<file path="src/rtl/stack_calculator_core_top_defines.svh">
// assertion macros used by the stack calculator top module
`ifndef STACK_CALCULATOR_CORE_TOP_DEFINES_SVH
`define STACK_CALCULATOR_CORE_TOP_DEFINES_SVH

// same-cycle implication, checked outside reset
`define SCC_ASSERT_IMP(label, clk, rst_n, ante, cons, msg) \
    label: assert property (@(posedge clk) disable iff (!rst_n) (ante) |-> (cons)) \
        else $error(msg);

// next-cycle implication, checked outside reset
`define SCC_ASSERT_NXT(label, clk, rst_n, ante, cons, msg) \
    label: assert property (@(posedge clk) disable iff (!rst_n) (ante) |=> (cons)) \
        else $error(msg);

`endif

</file>
<file path="src/rtl/scc_pkg.sv">
// types and constants of the stack calculator
package scc_pkg;

    // stream field widths
    localparam int CMD_W       = 4;
    localparam int VALUE_W     = 32;
    localparam int STATUS_W    = 2;
    localparam int DEPTH_OUT_W = 9;
    localparam int IN_TDATA_W  = 40;
    localparam int OUT_TDATA_W = 48;

    // operation codes
    typedef enum logic [CMD_W-1:0] {
        CMD_PUSH  = 4'd0,
        CMD_ADD   = 4'd1,
        CMD_SUB   = 4'd2,
        CMD_MUL   = 4'd3,
        CMD_DIV   = 4'd4,
        CMD_DUP   = 4'd5,
        CMD_DROP  = 4'd6,
        CMD_SWAP  = 4'd7,
        CMD_OVER  = 4'd8,
        CMD_ROT   = 4'd9,
        CMD_PRINT = 4'd10,
        CMD_CLEAR = 4'd11
    } cmd_t;

    // result status codes
    typedef enum logic [STATUS_W-1:0] {
        ST_OK    = 2'd0,
        ST_OVER  = 2'd1,
        ST_UNDER = 2'd2,
        ST_DIVZ  = 2'd3
    } status_t;

    // movement of the cell chain in one cycle
    typedef enum logic [1:0] {
        SH_HOLD,
        SH_DOWN,
        SH_UP
    } shift_t;

    // per-cell control
    typedef struct packed {
        shift_t mode;
        logic   load;
    } cell_ctl_t;

    // request to the serial multiply/divide unit
    typedef struct packed {
        logic start;
        logic div;
    } arith_req_t;

    // sequencer states
    typedef enum logic {
        FSM_IDLE,
        FSM_ARITH
    } fsm_t;

endpackage

</file>
<file path="src/rtl/scc_arith.sv">
// serial multiply and divide unit, one bit per cycle
module scc_arith #(
    parameter int WORD_BITS = 32
) (
    input  logic                    clk,
    input  logic                    rst_n,
    input  scc_pkg::arith_req_t     req,
    input  logic [WORD_BITS-1:0]    a,
    input  logic [WORD_BITS-1:0]    b,
    output logic                    done,
    output logic [WORD_BITS-1:0]    result
);
    import scc_pkg::*;

    localparam int CNT_W = $clog2(WORD_BITS);
    localparam logic [CNT_W-1:0] LAST = CNT_W'(WORD_BITS - 1);

    logic                 busy_reg, busy_next;
    logic                 done_reg, done_next;
    logic [CNT_W-1:0]     cnt_reg, cnt_next;
    logic                 div_reg, div_next;
    logic                 neg_reg, neg_next;
    logic [WORD_BITS-1:0] x_reg, x_next;
    logic [WORD_BITS-1:0] y_reg, y_next;
    logic [WORD_BITS-1:0] acc_reg, acc_next;

    logic [WORD_BITS:0]   rem_sh;
    logic [WORD_BITS:0]   diff;
    logic [WORD_BITS-1:0] a_mag;
    logic [WORD_BITS-1:0] b_mag;

    // operand magnitudes for division
    assign a_mag = a[WORD_BITS-1] ? (~a + 1'b1) : a;
    assign b_mag = b[WORD_BITS-1] ? (~b + 1'b1) : b;

    // restoring division trial subtract
    assign rem_sh = {acc_reg, x_reg[WORD_BITS-1]};
    assign diff   = rem_sh - {1'b0, y_reg};

    // step logic
    always_comb
    begin
        busy_next = busy_reg;
        done_next = done_reg;
        cnt_next  = cnt_reg;
        div_next  = div_reg;
        neg_next  = neg_reg;
        x_next    = x_reg;
        y_next    = y_reg;
        acc_next  = acc_reg;
        if (req.start)
        begin
            busy_next = 1'b1;
            done_next = 1'b0;
            cnt_next  = '0;
            div_next  = req.div;
            neg_next  = a[WORD_BITS-1] ^ b[WORD_BITS-1];
            x_next    = req.div ? a_mag : a;
            y_next    = req.div ? b_mag : b;
            acc_next  = '0;
        end
        else if (busy_reg)
        begin
            if (div_reg)
            begin
                if (!diff[WORD_BITS])
                begin
                    acc_next = diff[WORD_BITS-1:0];
                end
                else
                begin
                    acc_next = rem_sh[WORD_BITS-1:0];
                end
                x_next = {x_reg[WORD_BITS-2:0], ~diff[WORD_BITS]};
            end
            else
            begin
                if (y_reg[0])
                begin
                    acc_next = acc_reg + x_reg;
                end
                x_next = {x_reg[WORD_BITS-2:0], 1'b0};
                y_next = {1'b0, y_reg[WORD_BITS-1:1]};
            end
            cnt_next = cnt_reg + 1'b1;
            if (cnt_reg == LAST)
            begin
                busy_next = 1'b0;
                done_next = 1'b1;
            end
        end
    end

    // control registers
    always_ff @(posedge clk or negedge rst_n)
    begin
        if (!rst_n)
        begin
            busy_reg <= 1'b0;
            done_reg <= 1'b0;
            cnt_reg  <= '0;
        end
        else
        begin
            busy_reg <= busy_next;
            done_reg <= done_next;
            cnt_reg  <= cnt_next;
        end
    end

    // datapath registers
    always_ff @(posedge clk)
    begin
        div_reg <= div_next;
        neg_reg <= neg_next;
        x_reg   <= x_next;
        y_reg   <= y_next;
        acc_reg <= acc_next;
    end

    // quotient gets its sign back, product is the low word
    assign done   = done_reg;
    assign result = div_reg ? (neg_reg ? (~x_reg + 1'b1) : x_reg) : acc_reg;

endmodule

</file>
<file path="config.mk">
export PLATFORM = sky130hd
export DESIGN_NAME = scc_arith
export DESIGN_NICKNAME = d
export VERILOG_FILES = /design/src/rtl/stack_calculator_core_top_defines.svh /design/src/rtl/scc_pkg.sv /design/src/rtl/scc_arith.sv
export SDC_FILE = /design/constraint.sdc
export NUM_CORES = 1
export LEC_CHECK = 0
export ABC_AREA = 0
export BUFFER_PORTS_ARGS = -buffer_cell sky130_fd_sc_hd__buf_4
export CORE_AREA = 2 2 136 138
export DETAILED_ROUTE_END_ITERATION = 8
export DIE_AREA = 0 0 138 140
export PLACE_DENSITY = 0.78
export SETUP_SLACK_MARGIN = 0.1
export SLEW_MARGIN = 30
export SYNTH_ARGS = -nofsm -noshare
export SYNTH_HDL_FRONTEND = slang
export SYNTH_SLANG_ARGS = --single-unit
</file>
<file path="constraint.sdc">
create_clock -name clk -period 9.2 [get_ports clk]
set_input_delay 0 -clock clk [delete_from_list [all_inputs] [get_ports clk]]
set_output_delay 0 -clock clk [all_outputs]
set_load 0.05 [all_outputs]
</file>
==> impl_metrics.toml <==
[synth]
post_synth_num_cell_types = 72
yosys_warnings = 0
ys.flop_type = "edfxtp_1"
ys_top_cells_by_area = "edfxtp_1 19%, a21oi_1 9.7%, ha_1 8.3%, nor2_1 6.6%, dfxtp_1 6.3%"
synth_seq_cells = 105
syn-num-nets = 1447
ys_seq_area_share_pct = 27.3
synth_edf_count = 66
syn_area_um2 = 10200
synth_area_per_cell_um2 = 7.83
syn_inst = 1309
yosysTopAreaCell = "edfxtp_1"
async_flop_share_pct = 6.67
synth_top_area_share_pct = 19.3

[setup_path]
critPathKind = "flip-flop to output port"
crit_required_ps = 9200
slowest_delay_ps = 570
r2r_slack_ps = 5690
critical_path_arrival_ps = 3570
path_cells = "or4_4, nor4_2, nand3b_1, or4_4, nor4_1, nand2_1, o31ai_1, xor2_1, a21oi_1, buf_4"
endpoint_kind = "output port"
critPathSlowestCell = "or4_4"
cp_max_fo = 6
path_buf_inv = 1
start_kind = "flip-flop"
cpMostUsedCell = "or4_4"
cp_top_family = "simple AND/OR/NAND/NOR gates"

[global_route]
grt_antenna_before_repair = 0
grt_usage_pct = 27.4
grt_max_degree = 85
grt_pass1_vias = 9244
overflow = 0
grt_pass1_wl_mm = 44.4

[placement]
routabilityCongestion = 0.892
port-buffer-count = 100
dp_hpwl_mm = 20.5

[drt]
drc = 0
routed_wl_mm = 26.9
highest_layer = "met4"
wl_per_cell_um = 16.8
drt-vias-per-instance = 6.08
vias = 9728
drt_iter0_drc = 773
routedLengthMet1_mm = 11.8
dr.pass1.iters = 6
dr_wl_met3_mm = 1.08
ant_nets = 0
wl_met2_mm = 13.5

[clock_tree]
tritoncts = "yes"
clock-root-buffer = "clkbuf_16"
cts_htree_levels = 3
clkLatencyLatePin_ps = 370
post_cts_resize_count = 0
cts-buffers-inserted = 9
clockBufferDepth = 2
clock-sinks = 105
clkTransAtPathRegs_ps = 80

[floorplanning]
die_w_um = 138
fp-row-count = 49
io_pins = 101
start_util_pct = 57.6
fp.dieH_um = 140
core_um2 = 17800
dieArea_um2 = 19300

[worst_hold_path]
hp-class = "input pin to flip-flop"

[power]
p_leak_nw = 4.95
ir_worst_vdd_v = 0.000155
power.density_nw_per_um2 = 259

[sta]
rsz0062_at_grt = "false"
setup_viol = 0
period_share_pct = 38.8
drv_slew = 0
fin_crit_ps = 3570
hold_ws_ps = 10.3
worstMarginPinSlew_ps = 818
hold_viol_final = 0
max_freq_ghz = 0.280
setup_tns_ps = 0
maxSlewHeadroom_pct = 45.3
skew_ps = 8.32

[run]
cap_violations = 0

[cells_and_area]
syn_to_final_growth_pct = 12.0
final_layout_size_suffix_gt1_share_pct = 11.2
n_fill_cell = 1619
diodes = 0
nets = 1505

[status]
status = "finished, final reports clean"
==> cell families (layout without fill, tap and decap cells) <==
kind of cell / Yosys count / count (layout) / synth area share [%]
AOI/OAI and AO/OA: 447 / 447 / 26.4
DFF: 105 / 105 / 27.3
buffers and inverters: 130 / 193 / 4.80
adders and majority gates: 70 / 70 / 8.69
and+or+nand+nor: 388 / 388 / 17.9
muxes: 27 / 27 / 2.75
xor gates and xnor gates: 142 / 142 / 12.1
==> per-stage QoR <==
step           utilization [%]  area (µm²)  total power, mW  instances  worst slack, ps
2_1_floorplan                -       10200             2.10       1309             5440
4_1_cts                   64.5       11500             2.95       1600             5390
3_3_place_gp              62.5       11100             2.51       1580             5550
3_5_place_dp              62.5       11100             2.53       1580             5400
6_report                  64.6       11500             2.97       1601             5630
5_1_grt                   64.6       11500             3.19       1601             5430
==> synth_stat cells, types with 5 or more instances <==
cell      number
o41ai_1        8
o211ai_1       7
ha_1          68
xor2_1        70
o31ai_1       21
or3_1          7
or4_1          9
edfxtp_1      66
dfrtp_1        7
inv_1         63
nand4_1       11
and3_1         7
nand2b_1      12
clkbuf_1      60
o21a_1        11
dfxtp_1       32
mux2_1         7
nor2b_1        6
o21ai_1        7
nor3_1        17
nor4_1        10
nand3_1       19
a21oi_1      199
o221ai_1       6
xnor2_1       72
o21bai_1      10
a21o_1        33
a211oi_1      14
mux2i_1       18
a31oi_1       11
a31o_2         5
o21ai_0       79
nor2_1       179
nand2_1       81
a221oi_1       7
==> metal layers <==
| metal | up-vias | track usage [%] |
|---|---|---|
| li1 | 4864 | - |
| met1 | 4587 | 35.2 |
| met2 | 236 | 48.9 |
| met3 | 41 | 2.80 |
| met4 | 0 | 8.16 |
| met5 | - | 0 |
==> path summary, 6_finish.rpt <==
| path | from | endpoint | cells after the start |
|---|---|---|---|
| min in group asynchronous | rst_n | busy_reg | 3 |
| min | b[31] | neg_reg | 2 |
| max reg2reg | x_reg[31] | acc_reg[31] | 12 |
| max | x_reg[4] | result[29] | 10 |
| min reg2reg | done | done | 2 |
| max in group asynchronous | rst_n | cnt_reg[1] | 3 |
==> worst register-to-register path, cell delays in order (launching register included) <==
cell and delay, ps:
edfxtp_1 400, inv_1 190, ha_1 270, fa_1 230
nand2b_1 140, a21oi_1 110, o211ai_1 260, nand3_1 220
a211o_1 380, xnor2_2 500, nor2_1 240, a221oi_1 300
o22ai_1 120
==> layout make-up <==
class                           count  area (µm²)  share of cell area [%]
Multi-Input combinational cell   1074        6980                    60.8
Sequential cell                   105        2800                    24.4
Clock buffer                       10         229                    1.99
Clock inverter                      6        76.3                   0.665
Tap cell                          229         287                    2.50
Timing Repair Buffer              114         870                    7.57
Inverter                           63         236                    2.06
==> cells in the final DEF, fill, tap and decap left out, drive strengths merged, types with 5 or more instances in the layout <==
master	instances
mux2	9
o41ai	9
nand2b	13
o31ai	23
buf	110
and3	7
inv	65
mux2i	18
nor2b	6
a211oi	14
o221ai	6
dfxtp	32
a21oi	199
a221oi	7
or3	7
a31o	5
a31oi	11
o21ai	87
nand4	11
nor4	13
nor3	18
dfrtp	7
a21o	33
clkbuf	10
o211ai	7
edfxtp	66
o21a	11
nor2	179
nand3	20
or4	13
nand2	81
ha	68
o21bai	10
xor2	70
xnor2	72
==> report_power, final <==
group	leakage [nW]	switching (mW)	total [mW]	internal (mW)
sequential	1.02	0.142	0.744	0.602
combinational	3.78	1.07	1.81	0.740
clock	0.149	0.200	0.416	0.216
total	4.95	1.42	2.97	1.56
==> timing repair <==
action,CTS,global route
hold endpoints to repair,9,0
hold buffers,4,0
buffers inserted,0,0
No activity file was read; power rests on OpenSTA's default activity.
