## config.mk

```make
export PLATFORM = sky130hd
export DESIGN_NAME = scc_cell
export DESIGN_NICKNAME = d
export VERILOG_FILES = /design/src/rtl/stack_calculator_core_top_defines.svh /design/src/rtl/scc_pkg.sv /design/src/rtl/scc_cell.sv
export SDC_FILE = /design/constraint.sdc
export NUM_CORES = 1
export LEC_CHECK = 0
export BUFFER_PORTS_ARGS = -buffer_cell sky130_fd_sc_hd__buf_4
export CAP_MARGIN = 20
export CORE_AREA = 10 10 98 74
export CTS_CLUSTER_SIZE = 10
export DETAILED_ROUTE_END_ITERATION = 10
export DIE_AREA = 0 0 108 84
export MAX_ROUTING_LAYER = met4
export PLACE_DENSITY = 0.85
export SYNTH_ARGS = -nofsm -noshare
export SYNTH_HDL_FRONTEND = slang
export SYNTH_SLANG_ARGS = --single-unit
```

## constraint.sdc

```tcl
create_clock -name clk -period 1.9 [get_ports clk]
set_input_delay 0.19 -clock clk [delete_from_list [all_inputs] [get_ports clk]]
set_output_delay 0.19 -clock clk [all_outputs]
set_load 0.005 [all_outputs]
```

## src/rtl/stack_calculator_core_top_defines.svh

```systemverilog
// assertion macros used by the stack calculator top module
`ifndef STACK_CALCULATOR_CORE_TOP_DEFINES_SVH
`define STACK_CALCULATOR_CORE_TOP_DEFINES_SVH

// same-cycle implication, checked outside reset
`define SCC_ASSERT_IMP(label, clk, rst_n, ante, cons, msg) \
    label: assert property (@(posedge clk) disable iff (!rst_n) (ante) |-> (cons)) \
        else $error(msg);

// next-cycle implication, checked outside reset
`define SCC_ASSERT_NXT(label, clk, rst_n, ante, cons, msg) \
    label: assert property (@(posedge clk) disable iff (!rst_n) (ante) |=> (cons)) \
        else $error(msg);

`endif

```

## src/rtl/scc_pkg.sv

```systemverilog
// types and constants of the stack calculator
package scc_pkg;

    // stream field widths
    localparam int CMD_W       = 4;
    localparam int VALUE_W     = 32;
    localparam int STATUS_W    = 2;
    localparam int DEPTH_OUT_W = 9;
    localparam int IN_TDATA_W  = 40;
    localparam int OUT_TDATA_W = 48;

    // operation codes
    typedef enum logic [CMD_W-1:0] {
        CMD_PUSH  = 4'd0,
        CMD_ADD   = 4'd1,
        CMD_SUB   = 4'd2,
        CMD_MUL   = 4'd3,
        CMD_DIV   = 4'd4,
        CMD_DUP   = 4'd5,
        CMD_DROP  = 4'd6,
        CMD_SWAP  = 4'd7,
        CMD_OVER  = 4'd8,
        CMD_ROT   = 4'd9,
        CMD_PRINT = 4'd10,
        CMD_CLEAR = 4'd11
    } cmd_t;

    // result status codes
    typedef enum logic [STATUS_W-1:0] {
        ST_OK    = 2'd0,
        ST_OVER  = 2'd1,
        ST_UNDER = 2'd2,
        ST_DIVZ  = 2'd3
    } status_t;

    // movement of the cell chain in one cycle
    typedef enum logic [1:0] {
        SH_HOLD,
        SH_DOWN,
        SH_UP
    } shift_t;

    // per-cell control
    typedef struct packed {
        shift_t mode;
        logic   load;
    } cell_ctl_t;

    // request to the serial multiply/divide unit
    typedef struct packed {
        logic start;
        logic div;
    } arith_req_t;

    // sequencer states
    typedef enum logic {
        FSM_IDLE,
        FSM_ARITH
    } fsm_t;

endpackage

```

## src/rtl/scc_cell.sv

```systemverilog
// one stack cell: holds one entry and trades it with its neighbours
module scc_cell #(
    parameter int WORD_BITS = 32
) (
    input  logic                    clk,
    input  scc_pkg::cell_ctl_t      ctl,
    input  logic [WORD_BITS-1:0]    load_val,
    input  logic [WORD_BITS-1:0]    above,
    input  logic [WORD_BITS-1:0]    below,
    output logic [WORD_BITS-1:0]    word
);
    import scc_pkg::*;

    logic [WORD_BITS-1:0] word_reg;
    logic [WORD_BITS-1:0] word_next;

    // select the entry for the next cycle
    always_comb
    begin
        case (ctl.mode)
            SH_DOWN: word_next = above;
            SH_UP:   word_next = below;
            default: word_next = word_reg;
        endcase
        if (ctl.load)
        begin
            word_next = load_val;
        end
    end

    // entry storage, no reset needed
    always_ff @(posedge clk)
    begin
        word_reg <= word_next;
    end

    assign word = word_reg;

endmodule

```

==> results.toml, run 1 <==
[status]
outcome = "finished clean"

[worst_hold_path]
hp-class = "primary input to register"
min_from = "load_val[31]"

[timing]
fmax_mhz = 706
period_needed_ns = 1.42
min_period_over_period_pct = 74.5
maxSlewViolCount = 0
slew_headroom_pct = 57.0
finalSetupTns_ns = 0
finalHoldViolations = 0
layout_setup_ws_ns = 0.484
worst_pin_slew_ns = 0.645
setup_viol = 0
grt_setup_unrepaired = "no"

[final_layout]
num-nets-final = 406
n_antenna_cell = 0
fillCellCount = 470
layout_common_cells = "135 x buf_4, 32 x inv_1, 32 x nand4bb_1, 32 x edfxtp_1, 30 x nand2_1"
area_growth_pct = 44.4
multi_input_area_um2 = 1110
layout_commonest_cell = "buf_4"
drive_above_1_share_pct = 56.7
finalCoreUtilization_pct = 61.9
largest_reg_flops = 32
seq_area_um2 = 961

[die]
die_y_um = 84
die_area_um2 = 9070
ios = 132
initial_core_util_pct = 42.9
die_w_um = 108
std_cell_rows = 23
coreArea_um2 = 5500

[cts]
cts.sinks = 32
numCtsBuffers = 5
cts_setup_buffers = 0
cts_max_path_buffers = 2
cts.clk_slew.worst_paths_ns = 0.07
cts_hold_buffers = 0
cts_tree = "done"
h-tree-depth = 2
cts_resized = 0
cts-root-buf = "clkbuf_8"

[worst_setup_path]
criticalPathCategory = "primary input to register"
crit_start = "ctl[2]"
slowest_delay_ns = 0.53
cp-start-kind = "primary input"
cp.required_ns = 1.91
cpMostUsedCell = "buf_4"
worstPathMaxFanout = 34
crit_path_end_kind = "register"
critPathSlowestCell = "buf_4"
crit_arrival_ns = 1.42
path_cells = "buf_4, and2b_4, buf_4, o311ai_2"

[global_route]
grt.overflow.total = 0
grt_pass1_vias = 2199
grt_max_degree = 76
grt_pass1_wl_um = 10700
antenna_found_initial = 0
grt_usage_pct = 14.8

[placed_design]
place.gp.congestion = 0.794
port_buffers = 131
dp_hpwl_um = 5190
pre_cts_slack_ns = 0.164

[drt]
drt_iter0_markers = 76
drc_errors = 0
wirelength_um = 6900
ant_nets = 0
vias = 1921
vias_per_cell = 5.03
drtPass1Iterations = 4
wl_per_cell_um = 18.1

[pwr]
leakagePower_nw = 1.48
p_per_area_nw_per_um2 = 591
finalPower_mw = 2.01
vdd_ir_drop_max_mv = 0.285

[logic_synthesis]
syn_avg_cell_area_um2 = 12.9
ys.warnings.count = 0
synthCells = 182
synth-seq-cells = 32
yosysSeqAreaShare_pct = 40.8
ys_types = 17
syn_area_um2 = 2360
synth_nets = 282
synth_edf_count = 32
ys_async_sr_fraction_pct = 0
yosys_most_used_dff = "edfxtp_1"

[run]
max-cap-violations = 0
==> through the flow <==
step | std cells | instance area, µm² | hold slack [ns]
5_1_grt | 382 | 3400 | 0.217
3_3_place_gp | 374 | 3320 | 0.493
4_1_cts | 382 | 3400 | 0.211
2_1_floorplan | 182 | 2360 | 0.395
6_report | 382 | 3400 | 0.214
3_5_place_dp | 374 | 3320 | 0.499
==> synthesized netlist by cell type (2+ instances only) <==
master | instances | share of area (%)
buf_6 | 3 | 1.4
nand2_1 | 30 | 4.8
buf_2 | 9 | 1.9
inv_1 | 32 | 5.1
dlymetal6s2s_1 | 3 | 1.6
nand2_2 | 2 | 0.53
edfxtp_1 | 32 | 41
o311ai_1 | 2 | 0.74
o311ai_2 | 20 | 14
nand4bb_1 | 32 | 15
dlygate4sd1_1 | 2 | 0.74
o311ai_4 | 10 | 11
==> metal layers <==
metal | track usage [%] | part of all wire (%) | wire (µm) | vias up
met2 | 25.6 | 50 | 3450 | 83
met3 | 5.71 | 7.8 | 535 | 2
met5 | - | 0 | 0 | -
li1 | - | - | - | 941
met4 | 2.18 | 0.36 | 25 | 0
met1 | 16.0 | 42 | 2890 | 895
==> power breakdown <==
part / internal, mW / switching [mW] / total (mW)
Sequential: 0.890 / 0.0274 / 0.917
Clock: 0.255 / 0.235 / 0.490
Combinational: 0.358 / 0.246 / 0.604
Total: 1.50 / 0.509 / 2.01
==> path summary, 6_finish.rpt <==
kind | cells after the start | to | slack (ns)
hold / removal | 3 | word[31]$_DFFE_PP_ | 0.21
setup / recovery | 4 | word[20]$_DFFE_PP_ | 0.48
==> layout make-up <==
class	instances	share of cell area [%]
clock buffer	7	2.24
clock inverter	1	0.110
inverter	32	3.53
multi-input combinational	99	32.7
sequential	32	28.2
tap	75	2.76
timing repair buffer	136	30.4
==> kinds of logic after synthesis <==
group | synth area share [%]
AO/OA/AOI/OAI | 25.7
buffers and inverters | 11.9
AND/OR/NAND/NOR | 21.6
flip-flops | 40.8
==> critical path, delay by kind of cell <==
| kind | cells | cell delay, ns |
|---|---|---|
| buffers and inverters | 2 | 0.86 |
| AOI/OAI and AO/OA | 1 | 0.14 |
| and+or+nand+nor | 1 | 0.21 |
(Power assumes the default switching activity.)
==> run 2: changes to the inputs <==
Clock period 1.9 ns to 1.5 ns, I/O delays scaled along.
==> run 2 against run 1 <==
Against the previous run: design area increased by 1.1%; wire length about the same; power increased by 25%; clock power increased by 17%; utilization increased by 0.68 points; critical path depth unchanged; sequential share of layout area decreased by 0.31 points; combinational power increased by 30%; count of clock-buffer cells in the layout decreased by 2; via count increased by 2.8%; largest cell class unchanged.
==> results.toml, run 2 (synthesized netlist as in run 1, its figures left out) <==
[placed_design]
place.gp.congestion = 0.792
port_buffers = 131
dp_hpwl_um = 5470

[cts]
h-tree-depth = 2
cts.clk_slew.worst_paths_ns = 0.06
cts_hold_buffers = 0
cts-root-buf = "clkbuf_8"
cts_tree = "done"
cts.sinks = 32
cts_resized = 0
numCtsBuffers = 5
cts_max_path_buffers = 2
cts_setup_buffers = 0

[pwr]
vdd_ir_drop_max_mv = 0.304
leakagePower_nw = 1.50
p_switching_mw = 0.625
internal_power_mw = 1.89
comb_power_share_pct = 31.1
pwr-share-clk_pct = 22.7
p_per_area_nw_per_um2 = 733
power_frac_seq_pct = 46.2
swShare_pct = 24.8

[final_layout]
num-nets-final = 409
layout_common_cells = "136 x buf_4, 32 x inv_1, 32 x nand4bb_1, 32 x edfxtp_1, 30 x nand2_1"
n_antenna_cell = 0
fillCellCount = 466
drive_above_1_share_pct = 58.0
finalCoreUtilization_pct = 62.6
seq_area_um2 = 961
multi_input_area_um2 = 1110
largest_reg_flops = 32
layout_commonest_cell = "buf_4"
area_growth_pct = 46.0

[global_route]
grt.overflow.total = 0
grt_usage_pct = 15.0
grt_pass1_vias = 2141
grt_max_degree = 39
grt_pass1_wl_um = 10600
antenna_found_initial = 0

[die]
initial_core_util_pct = 42.9
std_cell_rows = 23
die_y_um = 84
die_w_um = 108
coreArea_um2 = 5500
die_area_um2 = 9070
ios = 132

[drt]
wl_met3_um = 744
routedLengthMet1_um = 2680
highest_layer = "met4"
drc_errors = 0
wirelength_um = 6910
ant_nets = 0
vias_per_cell = 5.17
drt_iter0_markers = 109
wl_per_cell_um = 18.1
dr_wl_met2_um = 3400
drtPass1Iterations = 4
vias = 1975

[worst_setup_path]
worstPathMaxFanout = 32
crit_start = "ctl[1]"
cp-start-kind = "primary input"
crit_arrival_ns = 1.16
cp.required_ns = 1.53
criticalPathCategory = "primary input to register"
crit_path_end_kind = "register"

[worst_hold_path]
min_from = "load_val[0]"
hp-class = "primary input to register"

[timing]
grt_setup_unrepaired = "no"
min_period_over_period_pct = 75.9
slew_headroom_pct = 76.6
period_needed_ns = 1.14
worst_pin_slew_ns = 0.350
finalHoldViolations = 0
setup_viol = 0
finalSetupTns_ns = 0
fmax_mhz = 878
maxSlewViolCount = 0

[run]
max-cap-violations = 0

[status]
outcome = "finished clean"
[run 2: layer usage]
layer / track usage, % / up-vias
li1: - / 943
met1: 15.2 / 924
met2: 25.4 / 97
met3: 6.94 / 11
met4: 3.87 / 0
met5: - / -
[run 2: path summary, 6_finish.rpt]
path	endpoint	slack (ns)	cells after the start
setup / recovery	word[14]$_DFFE_PP_	0.36	4
hold / removal	word[0]$_DFFE_PP_	0.18	3
[run 2: layout make-up]
type	instances	area share [%]
multi-input combinational	99	32.4
timing repair buffer	139	31.4
sequential	32	27.9
inverter	32	3.49
tap	75	2.73
clock buffer	5	2.00
[run 2: critical path, stage by stage]
cell	delay [ns]
buf_4	0.12
and2b_4	0.20
or3_2	0.48
buf_12	0.20
[run 2: power by group through the flow]
| stage | sequential [mW] | clock [mW] | combinational [mW] |
|---|---|---|---|
| global placement | 1.18 | 0 | 0.780 |
| global route | 1.17 | 0.623 | 0.845 |
| CTS | 1.16 | 0.588 | 0.795 |
| detailed placement | 1.18 | 0 | 0.795 |
| finish | 1.16 | 0.573 | 0.784 |
| floorplan | 1.19 | 0 | 0.331 |
[run 2: stage by stage]
step	power (mW)	worst slack (ns)	hold slack (ns)	cell area, µm²	std cells
floorplan	1.52	0.0753	0.355	2360	182
global placement	1.96	0.0838	0.450	3370	377
detailed placement	1.98	0.0724	0.462	3370	377
CTS	2.55	0.365	0.174	3440	382
global route	2.64	0.331	0.174	3440	382
finish	2.52	0.361	0.178	3440	382
==> run 3: changes to the inputs <==
Settings changed: ABC_AREA set to 1, CORE_AREA 10 10 98 74 to 10 10 99 75, DIE_AREA 0 0 108 84 to 0 0 109 85, PLACE_DENSITY 0.85 to 0.79.
Clock period 1.5 ns to 1 ns, I/O delays scaled along.
==> run 3 against run 2 <==
Against the previous run: power is 48% higher; combinational power rose by 35%; die area increased by 2.1%; worst hold slack got worse by 0.088 ns; sequential share of layout area is 2.1 points higher; design area is 7.1% lower; clock power is 64% higher; setup slack worse by 0.30 ns; utilization shrank 5.1 points; wire length rose by 1.8%; largest cell class is now non-clock buffers; sequential power grew 50%; critical endpoint is now word[29].
==> results.toml, run 3 <==
[logic_synthesis]
ys.warnings.count = 0
yosys.area.top_type = "edfxtp_1"
yosys_most_used_dff = "edfxtp_1"
synthCells = 278
syn_area_um2 = 2030
synth_edf_count = 32
ys_types = 12
yosysTopAreaCellShare_pct = 47.3
synthMostInstantiatedCell = "nand2_1"
yosys-top-cells-count = "96 x nand2_1, 64 x inv_1, 64 x nand3_1"
ys_async_sr_fraction_pct = 0
synth_nets = 378
synth-seq-cells = 32
synth_area_leaders = "edfxtp_1 47%, nand2_1 18%, nand3_1 16%, inv_1 12%, buf_2 2.2%"
yosysSeqAreaShare_pct = 47.3
syn_avg_cell_area_um2 = 7.30

[drt]
ant_nets = 0
vias_per_cell = 4.52
drc_errors = 0
vias = 2193
drt_iter0_markers = 109
wirelength_um = 7030
wl_per_cell_um = 14.5
drtPass1Iterations = 4

[cts]
cts_setup_buffers = 0
cts.clk_slew.worst_paths_ns = 0.07
cts_resized = 0
cts.sinks = 32
h-tree-depth = 2
cts-root-buf = "clkbuf_8"
cts_hold_buffers = 0
cts_max_path_buffers = 2
cts_tree = "done"
numCtsBuffers = 5

[global_route]
grt_max_degree = 33
grt_pass1_wl_um = 10800
grt.overflow.total = 0
grt_usage_pct = 15.1
antenna_found_initial = 0
grt_pass1_vias = 2279

[final_layout]
multi_input_area_um2 = 713
fin_area_um2 = 3190
fillCellCount = 504
n_antenna_cell = 0
num-nets-final = 509
finalCoreUtilization_pct = 57.5
area_growth_pct = 57.4
layout_commonest_cell = "buf_4"
largest_reg_flops = 32
layout_common_cells = "138 x buf_4, 96 x nand2_1, 64 x inv_1, 64 x nand3_1, 32 x edfxtp_1"
drive_above_1_share_pct = 36.6
seq_area_um2 = 961

[timing]
finalSetupTns_ns = 0
layout_setup_ws_ns = 0.0637
grt_setup_unrepaired = "no"
maxSlewViolCount = 0
worst_pin_slew_ns = 0.591
setup_viol = 0
period_needed_ns = 0.936
finalHoldViolations = 0
min_period_over_period_pct = 93.6
fmax_mhz = 1070
slew_headroom_pct = 60.6

[die]
die_area_um2 = 9270
die_y_um = 85
initial_core_util_pct = 36.5
std_cell_rows = 23
die_w_um = 109
ios = 132
coreArea_um2 = 5550

[pwr]
leakagePower_nw = 1.83
p_per_area_nw_per_um2 = 1170
vdd_ir_drop_max_mv = 0.557
finalPower_mw = 3.73

[worst_setup_path]
critPathBufInv = 1
cp-start-kind = "register"
slowest_delay_ns = 0.40
criticalPathCategory = "register to primary output"
worstPathMaxFanout = 1
critPathSlowestCell = "edfxtp_1"
cp.required_ns = 0.90
crit_family = "flip-flops"
crit_path_end_kind = "primary output"
path_cells = "buf_4"
crit_arrival_ns = 0.84

[placed_design]
dp_hpwl_um = 5540
place.gp.congestion = 0.839
pre_cts_slack_ns = -0.149
placed_area_um2 = 3110
port_buffers = 131

[run]
max-cap-violations = 0

[worst_hold_path]
hp-class = "primary input to register"

[status]
outcome = "finished clean"
[run 3: cell types whose count changed in the layout (fill, tap and decap cells not counted), moves of 10 or more]
| cell | previous run | this run |
|---|---|---|
| inv_1 | 32 | 64 |
| nand2_1 | 30 | 96 |
| nand3_1 | 0 | 64 |
| o311ai_2 | 20 | 0 |
| o311ai_4 | 10 | 0 |
| nand4bb_1 | 32 | 0 |
[run 3: final timing paths]
kind | from | endpoint | slack, ns | cells past startpoint
max | word[29]$_DFFE_PP_ | word[29] | 0.06 | 1
min | load_val[21] | word[21]$_DFFE_PP_ | 0.09 | 3
[run 3: worst min-delay path: stages]
cell	delay [ns]
buf_4	0.07
nand2_1	0.04
nand2_1	0.05
[run 3: cell families after synthesis]
| logic type | after synthesis | synth area share, % |
|---|---|---|
| AND/OR/NAND/NOR | 161 | 34.1 |
| buffers and inverters | 83 | 18.1 |
| flip-flops | 32 | 47.3 |
| AO/OA/AOI/OAI | 2 | 0.493 |
[run 3: metal layers]
layer  track usage (%)  wire [µm]  vias to the layer above
li1                  -          -                     1112
met1              17.0       3000                      982
met2              25.0       3360                       95
met3              5.74        635                        4
met4              3.23         36                        0
met5                 -          0                        -
[run 3: final cells by class]
class | instances | share of cell area, %
clock inverter | 1 | 0.118
timing repair buffer | 141 | 34.3
inverter | 66 | 7.83
tap | 75 | 2.94
multi-input combinational | 163 | 22.3
clock buffer | 7 | 2.39
sequential | 32 | 30.1
[run 3: metrics by stage]
stage	instances	hold slack, ns
floorplan	278	0.282
global placement	477	0.370
detailed placement	477	0.375
CTS	485	0.0823
global route	485	0.0805
finish	485	0.0898
[run 3: report_power, final]
part	switching [mW]	internal, mW	leakage (nW)
Sequential	0.0534	1.69	0.327
Clock	0.453	0.484	0.0399
Combinational	0.454	0.602	1.46
